`src/rtl/assert_macros.svh`:
```
// ----------------------------------------------------------------------------
// assert_macros.svh
// Concurrent assertion helpers shared by the periodic cubic interpolator
// ----------------------------------------------------------------------------
`ifndef ASSERT_MACROS_SVH
`define ASSERT_MACROS_SVH

`ifndef SYNTHESIS

// the expression must never hold while out of reset
`define CHK_NEVER(lbl, clk, rstn, expr) \
    lbl: assert property (@(posedge clk) disable iff (!rstn) !(expr)) \
        else $error("assertion failed");

// when the antecedent holds, the consequent holds in the next cycle
`define CHK_NEXT(lbl, clk, rstn, ante, cons) \
    lbl: assert property (@(posedge clk) disable iff (!rstn) (ante) |=> (cons)) \
        else $error("assertion failed");

`else

`define CHK_NEVER(lbl, clk, rstn, expr)
`define CHK_NEXT(lbl, clk, rstn, ante, cons)

`endif

`endif

```
`src/rtl/pci_pkg.sv`:
```
// ----------------------------------------------------------------------------
// pci_pkg
// Shared constants, datapath operation codes and control/status structs
// ----------------------------------------------------------------------------
package pci_pkg;

    localparam int MAX_CELLS      = 64;
    localparam int MIN_CELLS      = 3;
    localparam int SUPPORT_POINTS = 4;
    localparam int SP_W           = $clog2(SUPPORT_POINTS);
    localparam int ADDR_W         = $clog2(MAX_CELLS + 1);
    localparam int CELL_W         = $clog2(MAX_CELLS);
    localparam int CFG_W          = 7;
    localparam int INDEX_W        = 7;
    localparam int DATA_W         = 32;
    localparam int WFRAC          = 28;
    localparam int DIV_W          = 35;
    localparam int DVD_W          = 64;

    // item operation codes
    localparam logic OPER_WRITE = 1'b0;
    localparam logic OPER_EVAL  = 1'b1;

    // datapath operations issued by the controller
    typedef enum logic [4:0] {
        OP_NOP,
        OP_CAPTURE,
        OP_RD_X0,
        OP_RD_XN,
        OP_RD_SCAN,
        OP_RD_SUP,
        OP_SET_X0,
        OP_MOD_PREP,
        OP_DIV_MOD,
        OP_MOD_FIN,
        OP_CELL,
        OP_W_INIT,
        OP_F_PREP,
        OP_DIV_FAC,
        OP_F_ZERO,
        OP_F_SAT,
        OP_MUL_WF,
        OP_W_UPD,
        OP_MUL_WY,
        OP_ACC,
        OP_OUT
    } dp_op_t;

    typedef struct packed {
        dp_op_t            op;
        logic [ADDR_W-1:0] idx;
        logic [SP_W-1:0]   i;
        logic [SP_W-1:0]   j;
    } dp_cmd_t;

    typedef struct packed {
        logic              need_wrap;
        logic              d_pos;
        logic              den_zero;
        logic              div_busy;
        logic [ADDR_W-1:0] n_eff;
    } dp_stat_t;

endpackage

```
`src/rtl/pci_ctrl.sv`:
```
// ----------------------------------------------------------------------------
// pci_ctrl
// Sequencer: issues datapath operations for table writes and evaluations
// ----------------------------------------------------------------------------
module pci_ctrl (
    input  logic               clk,
    input  logic               rst_n,
    input  logic               item_valid,
    input  logic               item_operation,
    output logic               item_ready,
    output logic               out_valid,
    input  logic               out_ready,
    input  pci_pkg::dp_stat_t  stat,
    output pci_pkg::dp_cmd_t   cmd
);
    import pci_pkg::*;

    typedef enum logic [4:0] {
        S_IDLE,
        S_RD_X0,
        S_RD_XN,
        S_LAND,
        S_WRAP,
        S_MOD_DIV,
        S_MOD_WAIT,
        S_MOD_FIN,
        S_SCAN,
        S_SCAN_W,
        S_CELL,
        S_SUP,
        S_SUP_W,
        S_W_INIT,
        S_F_PREP,
        S_F_CHK,
        S_F_WAIT,
        S_MUL_WF,
        S_W_UPD,
        S_MUL_WY,
        S_ACC,
        S_OUT
    } state_t;

    state_t            state_reg,     state_next;
    logic [ADDR_W-1:0] cnt_reg,       cnt_next;
    logic [SP_W-1:0]   i_reg,         i_next;
    logic [SP_W-1:0]   j_reg,         j_next;
    logic              out_valid_reg, out_valid_next;
    logic [SP_W:0]     j_inc;

    // next state and command decode
    always_comb
    begin
        state_next     = state_reg;
        cnt_next       = cnt_reg;
        i_next         = i_reg;
        j_next         = j_reg;
        out_valid_next = out_valid_reg;
        cmd.op         = OP_NOP;
        cmd.idx        = cnt_reg;
        cmd.i          = i_reg;
        cmd.j          = j_reg;

        // next factor index, skipping the weight's own node
        j_inc = {1'b0, j_reg} + (SP_W + 1)'(1);
        if (!j_inc[SP_W] && (j_inc[SP_W-1:0] == i_reg))
            j_inc = j_inc + (SP_W + 1)'(1);

        if (out_valid_reg && out_ready)
            out_valid_next = 1'b0;

        unique case (state_reg)
            S_IDLE:
            begin
                if (item_valid)
                begin
                    cmd.op = OP_CAPTURE;
                    if (item_operation == OPER_EVAL)
                        state_next = S_RD_X0;
                end
            end
            S_RD_X0:
            begin
                cmd.op     = OP_RD_X0;
                state_next = S_RD_XN;
            end
            S_RD_XN:
            begin
                cmd.op     = OP_RD_XN;
                state_next = S_LAND;
            end
            S_LAND:
                state_next = S_WRAP;
            S_WRAP:
            begin
                cnt_next = '0;
                if (!stat.need_wrap)
                    state_next = S_SCAN;
                else if (!stat.d_pos)
                begin
                    cmd.op     = OP_SET_X0;
                    state_next = S_SCAN;
                end
                else
                begin
                    cmd.op     = OP_MOD_PREP;
                    state_next = S_MOD_DIV;
                end
            end
            S_MOD_DIV:
            begin
                cmd.op     = OP_DIV_MOD;
                state_next = S_MOD_WAIT;
            end
            S_MOD_WAIT:
            begin
                if (!stat.div_busy)
                    state_next = S_MOD_FIN;
            end
            S_MOD_FIN:
            begin
                cmd.op     = OP_MOD_FIN;
                state_next = S_SCAN;
            end
            S_SCAN:
            begin
                cmd.op = OP_RD_SCAN;
                if (cnt_reg == stat.n_eff)
                    state_next = S_SCAN_W;
                else
                    cnt_next = cnt_reg + ADDR_W'(1);
            end
            S_SCAN_W:
                state_next = S_CELL;
            S_CELL:
            begin
                cmd.op     = OP_CELL;
                i_next     = '0;
                state_next = S_SUP;
            end
            S_SUP:
            begin
                cmd.op = OP_RD_SUP;
                if (i_reg == SP_W'(SUPPORT_POINTS - 1))
                begin
                    i_next     = '0;
                    state_next = S_SUP_W;
                end
                else
                    i_next = i_reg + SP_W'(1);
            end
            S_SUP_W:
                state_next = S_W_INIT;
            S_W_INIT:
            begin
                cmd.op     = OP_W_INIT;
                j_next     = (i_reg == '0) ? SP_W'(1) : '0;
                state_next = S_F_PREP;
            end
            S_F_PREP:
            begin
                cmd.op     = OP_F_PREP;
                state_next = S_F_CHK;
            end
            S_F_CHK:
            begin
                if (stat.den_zero)
                begin
                    cmd.op     = OP_F_ZERO;
                    state_next = S_MUL_WF;
                end
                else
                begin
                    cmd.op     = OP_DIV_FAC;
                    state_next = S_F_WAIT;
                end
            end
            S_F_WAIT:
            begin
                if (!stat.div_busy)
                begin
                    cmd.op     = OP_F_SAT;
                    state_next = S_MUL_WF;
                end
            end
            S_MUL_WF:
            begin
                cmd.op     = OP_MUL_WF;
                state_next = S_W_UPD;
            end
            S_W_UPD:
            begin
                cmd.op = OP_W_UPD;
                if (j_inc[SP_W])
                    state_next = S_MUL_WY;
                else
                begin
                    j_next     = j_inc[SP_W-1:0];
                    state_next = S_F_PREP;
                end
            end
            S_MUL_WY:
            begin
                cmd.op     = OP_MUL_WY;
                state_next = S_ACC;
            end
            S_ACC:
            begin
                cmd.op = OP_ACC;
                if (i_reg == SP_W'(SUPPORT_POINTS - 1))
                    state_next = S_OUT;
                else
                begin
                    i_next     = i_reg + SP_W'(1);
                    state_next = S_W_INIT;
                end
            end
            S_OUT:
            begin
                if (!out_valid_reg || out_ready)
                begin
                    cmd.op         = OP_OUT;
                    out_valid_next = 1'b1;
                    state_next     = S_IDLE;
                end
            end
            default:
                state_next = S_IDLE;
        endcase
    end

    // state and registered outputs
    always_ff @(posedge clk or negedge rst_n)
    begin
        if (!rst_n)
        begin
            state_reg     <= S_IDLE;
            cnt_reg       <= '0;
            i_reg         <= '0;
            j_reg         <= '0;
            out_valid_reg <= 1'b0;
        end
        else
        begin
            state_reg     <= state_next;
            cnt_reg       <= cnt_next;
            i_reg         <= i_next;
            j_reg         <= j_next;
            out_valid_reg <= out_valid_next;
        end
    end

    assign item_ready = (state_reg == S_IDLE);
    assign out_valid  = out_valid_reg;

endmodule

```
`config.mk`:
```
export PLATFORM = sky130hd
export DESIGN_NAME = pci_ctrl
export DESIGN_NICKNAME = d
export VERILOG_FILES = /design/src/rtl/assert_macros.svh /design/src/rtl/pci_pkg.sv /design/src/rtl/pci_ctrl.sv
export SDC_FILE = /design/constraint.sdc
export NUM_CORES = 1
export LEC_CHECK = 0
export ABC_AREA = 1
export BUFFER_PORTS_ARGS = -buffer_cell sky130_fd_sc_hd__buf_2
export CAP_MARGIN = 40
export CORE_ASPECT_RATIO = 0.8
export CORE_MARGIN = 5
export CORE_UTILIZATION = 54
export CTS_CLUSTER_SIZE = 30
export DETAILED_ROUTE_END_ITERATION = 10
export GPL_TIMING_DRIVEN = 0
export MAX_ROUTING_LAYER = met4
export PLACE_DENSITY_LB_ADDON = 0.12
export SYNTH_ARGS = -nofsm -noshare
export SYNTH_HDL_FRONTEND = slang
export SYNTH_SLANG_ARGS = --single-unit
export TNS_END_PERCENT = 20
```
`constraint.sdc`:
```
create_clock -name clk -period 2 [get_ports clk]
set_clock_uncertainty 0.2 [all_clocks]
set_input_delay 0.2 -clock clk [delete_from_list [all_inputs] [get_ports clk]]
set_output_delay 0.2 -clock clk [all_outputs]
set_load 0.02 [all_outputs]
```
# Word-level counts from Yosys, hierarchy flattened
# Cells that the tools add are included.
[totals] ff_bits=17 latch_bits=0 ram_bits=0 romBits=0 inputBits=16 out_inout_bits=18 mem_count=0
[op_classes] add_sub_neg=4 multipliers=0 div_mod_pow=0 order_cmp=0 eq_ne=34 shift=0 muxes=32 bitwise=0 n_reduce_logical=14
[op_table] cell="5-bit one-hot mux with 22 select lines" n=1
[op_table] cell="5-bit one-hot mux with 18 select lines" n=1
[op_table] cell="5-bit two-way mux" n=10
[op_table] cell="5-bit by 4-bit == test with 1-bit output (second input constant)" n=8
[op_table] cell="5-bit == test (second input constant)" n=6
[op_table] cell="5-bit by 3-bit == test with 1-bit output (second input constant)" n=4
[op_table] cell="2-bit != test (second input constant)" n=10
[op_table] cell="7-bit one-hot mux with 2 select lines" n=1
[op_table] cell="4-bit two-way mux" n=3
[op_table] cell="5-bit by 2-bit == test with 1-bit output (second input constant)" n=2
[op_table] cell="2-bit two-way mux" n=4
[op_table] cell="7-bit by 1-bit adder with 7-bit output (second input constant)" n=1
[op_table] cell="7-bit == test" n=1
[op_table] cell="1-bit two-way mux" n=7
[op_table] cell="7-bit two-way mux" n=1
[op_table] cell="7-bit AND reduction" n=1
[op_table] cell="3-bit two-way mux" n=2
[op_table] cell="2-bit one-hot mux with 3 select lines" n=1
[op_table] cell="2-bit AND reduction" n=3
[op_table] cell="5-bit by 1-bit == test with 1-bit output (second input constant)" n=1
[op_table] cell="5-bit zero test" n=1
[op_table] cell="2-bit one-hot mux with 2 select lines" n=1
[op_table] cell="2-bit nonzero test" n=2
[op_table] cell="2-bit by 1-bit adder with 3-bit output (second input constant)" n=1
[op_table] cell="other kinds (9)" n=11

# Logic depth before layout (Yosys ltp)
[logic_depth] depth_word=6 ltp_mapped=11 mapped_depth_nobuf=11

# Worst setup path after synthesis
# No wires, ideal clock.
[synth_timing] kind="register -> register" from="reg j_reg[0]" to="reg j_reg[0]" setup_ns=0.076 t_arrival_ns=1.611 t_required_ns=1.724 setup_slack_ns=0.113 stages_incl_launch_ff=12 synth_period_minus_slack_ns=1.887 path_cell_list="dfrtp_1 > inv_1 > ha_1 > inv_1 > nand2_1 > nand2_1 > nand3_1 > nand3_1 > nand2_1 > o21ai_1 > nand2_1 > o21ai_1"
[synth_between] elab_chain_cells=6 elab_cells_between_ends=10
[synth_lines] element="start, declared" line="pci_ctrl.sv:46" source="logic [SP_W-1:0] j_reg, j_next;"
[synth_lines] element="start signal, assigned" line="pci_ctrl.sv:247" source="j_reg <= j_next;"
[synth_lines] element="2-bit by 1-bit adder with 3-bit output (*)" line="pci_ctrl.sv:64" source="j_inc = {1'b0, j_reg} + (SP_W + 1)'(1);"
[synth_lines] element="parallel branches: the longest is 2 deep, another holds 3-bit by 1-bit adder with 3-bit output"
[synth_lines] element="3-bit two-way mux (*)" line="pci_ctrl.sv:65" source="if (!j_inc[SP_W] && (j_inc[SP_W-1:0] == i_reg))"
[synth_lines] element="2-bit two-way mux or 2-bit != test (tied branches)"
[synth_lines] element="2-bit one-hot mux with 2 select lines or 2-bit AND reduction (tied branches)"
# Every way passes the cells marked *. The select of a mux whose other input is x is not followed.
# A chain may end at the register's enable or synchronous reset.

==> flow_summary.json <==
{
  "antenna_cells": 0,
  "cap_violations": 0,
  "fp-row-count": 17,
  "worstHoldEndpoint": "state_reg[3]",
  "drive_gt1_share_pct": 36.4,
  "crit_path_cell_trace": "nor2_4, inv_2, o31ai_4, nor2_1, nand4_1, buf_4",
  "grt_usage_pct": 25.6,
  "hold_path_depth": 4,
  "synth-seq-cells": 17,
  "endpoint_kind": "primary output",
  "slowest_stage": "dfrtp_2",
  "slew-limit-headroom_pct": 74.8,
  "dp_hpwl_mm": 3.27,
  "rsz0062_at_grt": "yes",
  "worstPathMaxFanout": 6,
  "syn_avg_cell_area_um2": 6.12,
  "required_ns": 1.60,
  "synth-main-ff-cell": "dfrtp_1",
  "netlist_instances": 252,
  "hold_viol_final": 0,
  "powerDensity_nw_per_um2": 1250,
  "total_power_mw": 2.68,
  "clkTransAtPathRegs_ns": 0.10,
  "clock-root-buffer": "clkbuf_4",
  "drc": 0,
  "grt-ovfl-total": 0,
  "irDropWorstVdd_mv": 0.862,
  "grt_max_degree": 18,
  "reg2reg_depth": 10,
  "crit_type": "reg -> out",
  "drt_pre_antenna_iters": 5,
  "drt_iter0_markers": 195,
  "cellLeakagePower_nw": 1.16,
  "synth_area_leaders": "dfrtp_1 (28%), nand2_1 (18%), nand3_1 (8.4%), inv_1 (7.8%), nor2_1 (7.3%)",
  "crit_family": "flip-flops",
  "routed_wirelength_mm": 5.15,
  "grt_pass1_vias": 1786,
  "vias": 1929,
  "start_util_pct": 56.2,
  "status": "finished, violations left",
  "numCtsBuffers": 3,
  "whs_ns": 0.0928,
  "startpoint_type": "register",
  "clk-insertion-delay-late_ns": 0.30,
  "synth_nets": 273,
  "dieHeight_um": 57.8,
  "hold_path_class": "in -> reg",
  "violations": "setup timing",
  "netlist.area_leader.share_pct": 27.6,
  "largest_reg_flops": 7,
  "cpPeakStageDelay_ns": 0.52,
  "setup_violations": 5,
  "ant_nets": 0,
  "dieArea_um2": 4030,
  "yosys.area.top_type": "dfrtp_1",
  "period_minus_slack_ns": 2.18,
  "yosys_warnings": 0,
  "clk_path_buf_depth": 2,
  "worst_slew_pin_slew_ns": 0.379,
  "fmax_mhz": 459,
  "worst-path-buf-inv": 2,
  "wl_per_cell_um": 14.9,
  "cp.arrival_ns": 1.78,
  "synth-seq-area-share_pct": 27.6,
  "htree_levels": 1,
  "synth_area_um2": 1540,
  "cts_tree": "done",
  "timing.final.crit_share_pct": 109,
  "viasPerCell": 5.58,
  "fin_ws_ns": -0.179,
  "regToRegEndpoint": "cnt_reg[6]",
  "grt_first_pass_wirelength_mm": 8.16,
  "synth.distinct_cells": 29,
  "core-area_um2": 2740,
  "maxSlewViolCount": 0,
  "area_delta_synth_final_pct": 39.1,
  "port_buffers": 33,
  "antenna_found_initial": 0,
  "place_ws_ns": 0.0489,
  "place.gp.congestion": 0.991,
  "crit-reg2reg-launch": "state_reg[1]",
  "hold_path_startpoint": "stat[9]",
  "pin_count": 34,
  "path_depth": 6,
  "die_x_um": 69.8,
  "layout.nets": 330,
  "ff2ff_setup_slack_ns": 0.02,
  "critical_path.startpoint": "state_reg[2]",
  "synth_edf_count": 0,
  "clock_sinks": 17,
  "async_flop_share_pct": 100
}
==> synthesized netlist by cell type, types with 2 or more instances <==
cell,n
nand3b_1,2
a211oi_1,2
nor2_1,30
inv_2,13
nor3_1,3
o21ai_0,4
xor2_1,5
ha_1,5
inv_1,32
nor2_2,5
o21ai_1,12
a21oi_1,6
dfrtp_1,17
nand3_1,26
nand4_1,4
nand2_1,73
==> cell usage in the layout, fill, tap and decap left out, types with 6 or more instances in the layout <==
| cell type | Yosys | layout |
|---|---|---|
| a21oi_1 | 6 | 6 |
| inv_2 | 13 | 12 |
| nand3_1 | 26 | 21 |
| o21ai_1 | 12 | 13 |
| nor2_1 | 30 | 21 |
| buf_2 | 0 | 28 |
| nand2_4 | 1 | 6 |
| buf_4 | 1 | 21 |
| dfrtp_2 | 0 | 6 |
| nand2_1 | 73 | 64 |
| dfrtp_1 | 17 | 11 |
| nor2_4 | 1 | 10 |
| inv_1 | 32 | 31 |
==> worst max path at each step <==
stage | to
final | cmd[12]
after global routing | cmd[12]
after CTS | cmd[11]
after global placement | cmd[11]
after detailed placement | cmd[11]
after floorplan | j_reg[0]
==> power breakdown <==
part / leakage, nW / switching [mW] / internal, mW / total (mW)
clock: 0.0150 / 0.112 / 0.0777 / 0.190
combinational: 0.930 / 1.16 / 0.713 / 1.87
sequential: 0.219 / 0.179 / 0.436 / 0.615
total: 1.16 / 1.45 / 1.23 / 2.68
==> stage by stage <==
step	setup TNS (ns)	util, %	instances	instance area (um2)
3_3_place_gp	0	64.0	323	1760
3_5_place_dp	0	64.0	323	1760
4_1_cts	-0.0965	73.6	340	2020
6_report	-0.494	78.2	346	2150
2_1_floorplan	0	-	252	1540
5_1_grt	-1.05	78.2	346	2150
==> layer usage <==
layer	vias up	track usage [%]	part of all wire, %
met1	831	32.2	41
met5	-	-	0
li1	909	-	-
met3	42	7.11	11
met4	0	8.74	4.7
met2	147	40.0	44
==> repair_timing <==
action                     4_1_cts  5_1_grt
cloned                           0        0
hold endpoints to repair        18        0
gates resized for setup         41       22
buffers inserted                11        6
hold buffers                     2        0
pin swaps                        9        9
setup endpoints to repair        5       18
==> area by class of cell <==
class	count	area (um2)
Inverter	46	179
Tap cell	38	47.5
Clock buffer	4	26.3
Multi-Input combinational cell	188	1120
Timing Repair Buffer	52	329
Buffer	1	11.3
Sequential cell	17	433
Fill cell	193	598
==> worst register-to-register path, cell delays in order (launching register included) <==
cell and delay, ns:
dfrtp_2 0.51, nor2_4 0.18, nand2_2 0.11, inv_4 0.09, buf_4 0.12, nand2_4 0.07, o21bai_4 0.22, nand2_2 0.10
buf_6 0.14, nand2_1 0.07, o21ai_1 0.08
==> cell families (layout without fill, tap and decap cells) <==
kind of cell | after synthesis | in the layout | share of synthesized area [%]
and+or+nand+nor | 147 | 147 | 41.6
buffers and inverters | 47 | 103 | 11.7
DFF | 17 | 17 | 27.6
xor gates and xnor gates | 5 | 5 | 2.84
adders and majority gates | 5 | 5 | 4.06
AOI/OAI and AO/OA | 31 | 31 | 12.2
No activity file was read; power rests on OpenSTA's default activity.
